--- src/rtl/tgs_blend.sv ---
// ----------------------------------------------------------------------------
// tgs_blend: one registered linear blend stage
// Computes a*(1-f) + b*f as a + (b-a)*f, one multiplier, registered output.
// ----------------------------------------------------------------------------
module tgs_blend #(
  parameter int IN_W  = 16,
  parameter int FRAC  = 8
) (
  input  logic                  clk,
  input  logic                  en,
  input  logic signed [IN_W-1:0] a,
  input  logic signed [IN_W-1:0] b,
  input  logic [FRAC-1:0]       f,
  output logic signed [IN_W+FRAC-1:0] y
);
  logic signed [IN_W:0]        diff;
  logic signed [IN_W+FRAC:0]   prod;
  logic signed [IN_W+FRAC:0]   sum;

  // blend with one multiply; result fits since blend is convex
  always_comb begin
    diff = $signed({b[IN_W-1], b}) - $signed({a[IN_W-1], a});
    prod = diff * $signed({1'b0, f});
    sum  = prod + ($signed({a, {FRAC{1'b0}}}) );
  end

  always_ff @(posedge clk) begin
    if (en) begin
      y <= sum[IN_W+FRAC-1:0];
    end
  end
endmodule

--- config.mk ---
export PLATFORM = sky130hd
export DESIGN_NAME = tgs_blend
export DESIGN_NICKNAME = d
export VERILOG_FILES = /design/src/rtl/tgs_blend.sv
export SDC_FILE = /design/constraint.sdc
export NUM_CORES = 1
export LEC_CHECK = 0
export BUFFER_PORTS_ARGS = -buffer_cell sky130_fd_sc_hd__buf_2
export CELL_PAD_IN_SITES_DETAIL_PLACEMENT = 0
export CELL_PAD_IN_SITES_GLOBAL_PLACEMENT = 1
export CORE_UTILIZATION = 42
export CTS_BUF_LIST = sky130_fd_sc_hd__clkbuf_8
export CTS_CLUSTER_SIZE = 8
export DETAILED_ROUTE_END_ITERATION = 8
export HOLD_SLACK_MARGIN = 0.03
export PLACE_DENSITY = 0.8
export SYNTH_ARGS = -nofsm -noshare
export SYNTH_HDL_FRONTEND = slang
export SYNTH_SLANG_ARGS = --single-unit
--- constraint.sdc ---
create_clock -name clk -period 9.3 [get_ports clk]
set_clock_uncertainty 0.1 [all_clocks]
set_input_delay 1.86 -clock clk [delete_from_list [all_inputs] [get_ports clk]]
set_output_delay 1.86 -clock clk [all_outputs]
set_load 0.01 [all_outputs]
==> run_results.csv <==
group,metric,value,unit
yosys,syn_area,6830,um^2
yosys,synth_cells,751,
yosys,synth.avg_cell_area,9.09,um^2
grt,grt_pass1_wl,24.0,mm
setup_path,cp.required,9.24,ns
grt,grt_start_max_net_pins,26,
worst_hold_path,hold_path.class,"in -> reg",
setup_path,worstPathArrival,8.69,ns
sta,fin_crit_sh,0.940,
drt,drc_errors,0,
drt,vias_per_cell,4.89,
clock_tree,clock_sinks,24,
final_layout,drive_above_1_share,0.128,
grt,grt_overflow,0,
yosys,synthFlopType,"edfxtp_1",
yosys,async_flop_share,0,
final_layout,top_register,"y",
sta,setup_violations,0,
final_layout,nets,1044,
sta,worst_pin_slew,0.656,ns
placed_design,place_congestion,0.790,
final_layout,instances_no_fill,1031,
placed_design,place_area,7480,um^2
yosys,ys_seq_elements,24,
worst_hold_path,holdPathStages,2,
floorplan,fp.dieH,130,um
run,drv_cap,0,
floorplan,io_pins,66,
floorplan,initial_core_util,0.430,
yosys,synth_warnings,0,
floorplan,core_area,15900,um^2
yosys,syn-num-nets,979,
sta,final-hold-violation-count,0,
grt,antenna_found_initial,0,
yosys,synth_cell_types,50,
clock_tree,clock_path_buffers,2,
clock_tree,cts_resized,0,
final_layout,multi_input_area,5440,um^2
drt,drtAntennaViolNets,0,
drt,drt_iter0_markers,215,
setup_path,crit_path_max_fanout,8,
drt,drt-pass1-iter-count,4,
clock_tree,tritoncts,"built",
yosys,synth.area.top_cells,"fa_1 35%, ha_1 12%, edfxtp_1 11%, inv_1 8.4%, and2_1 4.5%",
grt,grt_pass1_vias,4980,
sta,drv_slew,0,
floorplan,die_area,16800,um^2
clock_tree,path_clk_slew,0.10,ns
final_layout,syn_to_final_growth,10.2,%
setup_path,start_kind,"input pin",
placed_design,dp.cells,1026,
clock_tree,cts_inserted_buffers,3,
clock_tree,htreeDepth,1,
final_layout,regArea,721,um^2
yosys,seq_area_frac_synth,0.106,
final_layout,final_core_util,0.474,
setup_path,endpoint_kind,"register",
sta,timing.fmax,114,MHz
floorplan,core.rowCount,46,
sta,fin_crit,8.75,ns
yosys,yosysMostFrequentCell,"inv_1",
final_layout,largest_register_ff_count,24,
drt,totalWireLength,14.2,mm
worst_hold_path,whs_endpoint,"y[0]",
final_layout,fill_cells,1564,
setup_path,worst-setup-path-type,"in -> reg",
clock_tree,cts_root_buf,"clkbuf_8",
yosys,yosys-top-cells-count,"153 x inv_1, 118 x fa_1, 79 x nand2_1",
final_layout,largestRegisters,"y (24)",
yosys,netlist.area_leader.share,0.346,
placed_design,io_buffers,65,
yosys,synth-edff-count,24,
drt,wl_per_cell,13.8,um
final_layout,antenna_cells,0,
drt,vias,5043,
yosys,synth_largest_area_cell,"fa_1",
worst_hold_path,hold_start,"f[0]",
sta,relSlewSlack,0.560,
grt,grt_util_all_layers,0.184,
placed_design,dp_hpwl,12.0,mm
sta,rsz0062_at_grt,"no",
outcome,status,"finished clean",
floorplan,die_w,130,um
sta,tns,0,ns
final_layout,fin_area,7530,um^2
-- cell families (layout without fill, tap and decap cells) --
| family | after synthesis | after routing | share of synthesized area |
|---|---|---|---|
| muxes | 8 | 8 | 0.0126 |
| DFF | 24 | 24 | 0.106 |
| adders and majority gates | 186 | 186 | 0.470 |
| AOI/OAI and AO/OA | 100 | 100 | 0.0993 |
| buffers and inverters | 179 | 243 | 0.0986 |
| xor gates and xnor gates | 36 | 36 | 0.0462 |
| and+or+nand+nor | 218 | 218 | 0.167 |
-- cells in the final DEF (no fill, tap or decap), types with 2 or more instances in the layout --
master and instances:
nand3_1 5, a31oi_1 3, o31ai_1 2, nor4bb_1 8
nand2b_1 11, edfxtp_1 24, nand2_1 79, buf_4 21
clkbuf_8 3, a211oi_1 9, nor3_1 4, xnor2_1 29
mux2i_1 3, and2_1 49, o21ai_0 22, a211o_1 2
nand3b_1 8, nor2b_1 18, xor2_1 7, mux2_2 5
and3_1 2, a21o_1 11, o21a_1 7, nor2_1 26
fa_1 118, inv_1 153, a21oi_1 29, ha_1 68
buf_2 65, o21bai_1 3
-- area by class of cell --
cell class              instances  area share
inverters                     153      0.0763
clock inverters                 1    0.000499
flip-flops and latches         24      0.0957
well taps                     216      0.0359
clock buffers                   3     0.00548
repair buffers                 86      0.0641
multi-input cells             548       0.722
-- timing repair --
action	CTS	global route
buffers inserted	0	1
setup endpoints to repair	0	2
hold endpoints to repair	0	0
hold buffers	0	0
-- through the flow --
| stage | hold WS [ns] | setup slack (ns) |
|---|---|---|
| floorplan | 1.87 | 0.878 |
| global placement | 2.17 | 0.184 |
| detailed placement | 2.17 | 0.0556 |
| CTS | 2.03 | 0.368 |
| global route | 2.05 | 0.0929 |
| finish | 2.04 | 0.554 |
-- layer usage --
layer  GRT usage  wire length [um]  up-vias
met5           0                 0        -
met4      0.0465               235        0
met3      0.0116               303       13
met2       0.330              7240       73
met1       0.242              6450     2468
li1            -                 -     2489
-- critical path, cell delays in order --
cell	delay (ns)
buf_2	0.12
ha_1	0.22
fa_1	0.45
nor2b_4	0.14
o31a_1	0.24
nor3_1	0.09
o21ai_0	0.29
a21oi_1	0.13
xnor2_1	0.14
buf_4	0.17
nand2_1	0.08
fa_1	0.55
inv_1	0.05
fa_1	0.50
fa_1	0.51
fa_1	0.54
inv_1	0.06
fa_1	0.50
inv_1	0.04
ha_1	0.34
and2_1	0.17
a211oi_1	0.34
o22a_1	0.20
o311ai_0	0.12
buf_4	0.17
nor4_1	0.34
o31ai_1	0.15
xnor2_1	0.14
-- worst max-delay path by stage --
stage / from / to / slack [ns] / cells after the start
2_1_floorplan: b[0] / y[23] / 0.88 / 26
3_3_place_gp: a[0] / y[23] / 0.18 / 27
3_5_place_dp: a[0] / y[23] / 0.06 / 27
4_1_cts: a[0] / y[23] / 0.37 / 27
5_1_grt: a[0] / y[23] / 0.09 / 28
6_report: a[0] / y[23] / 0.55 / 28
Power is left out: the tool's default activity adds up to more than one toggle a clock period on the data nets, which glitch-free logic cannot reach.
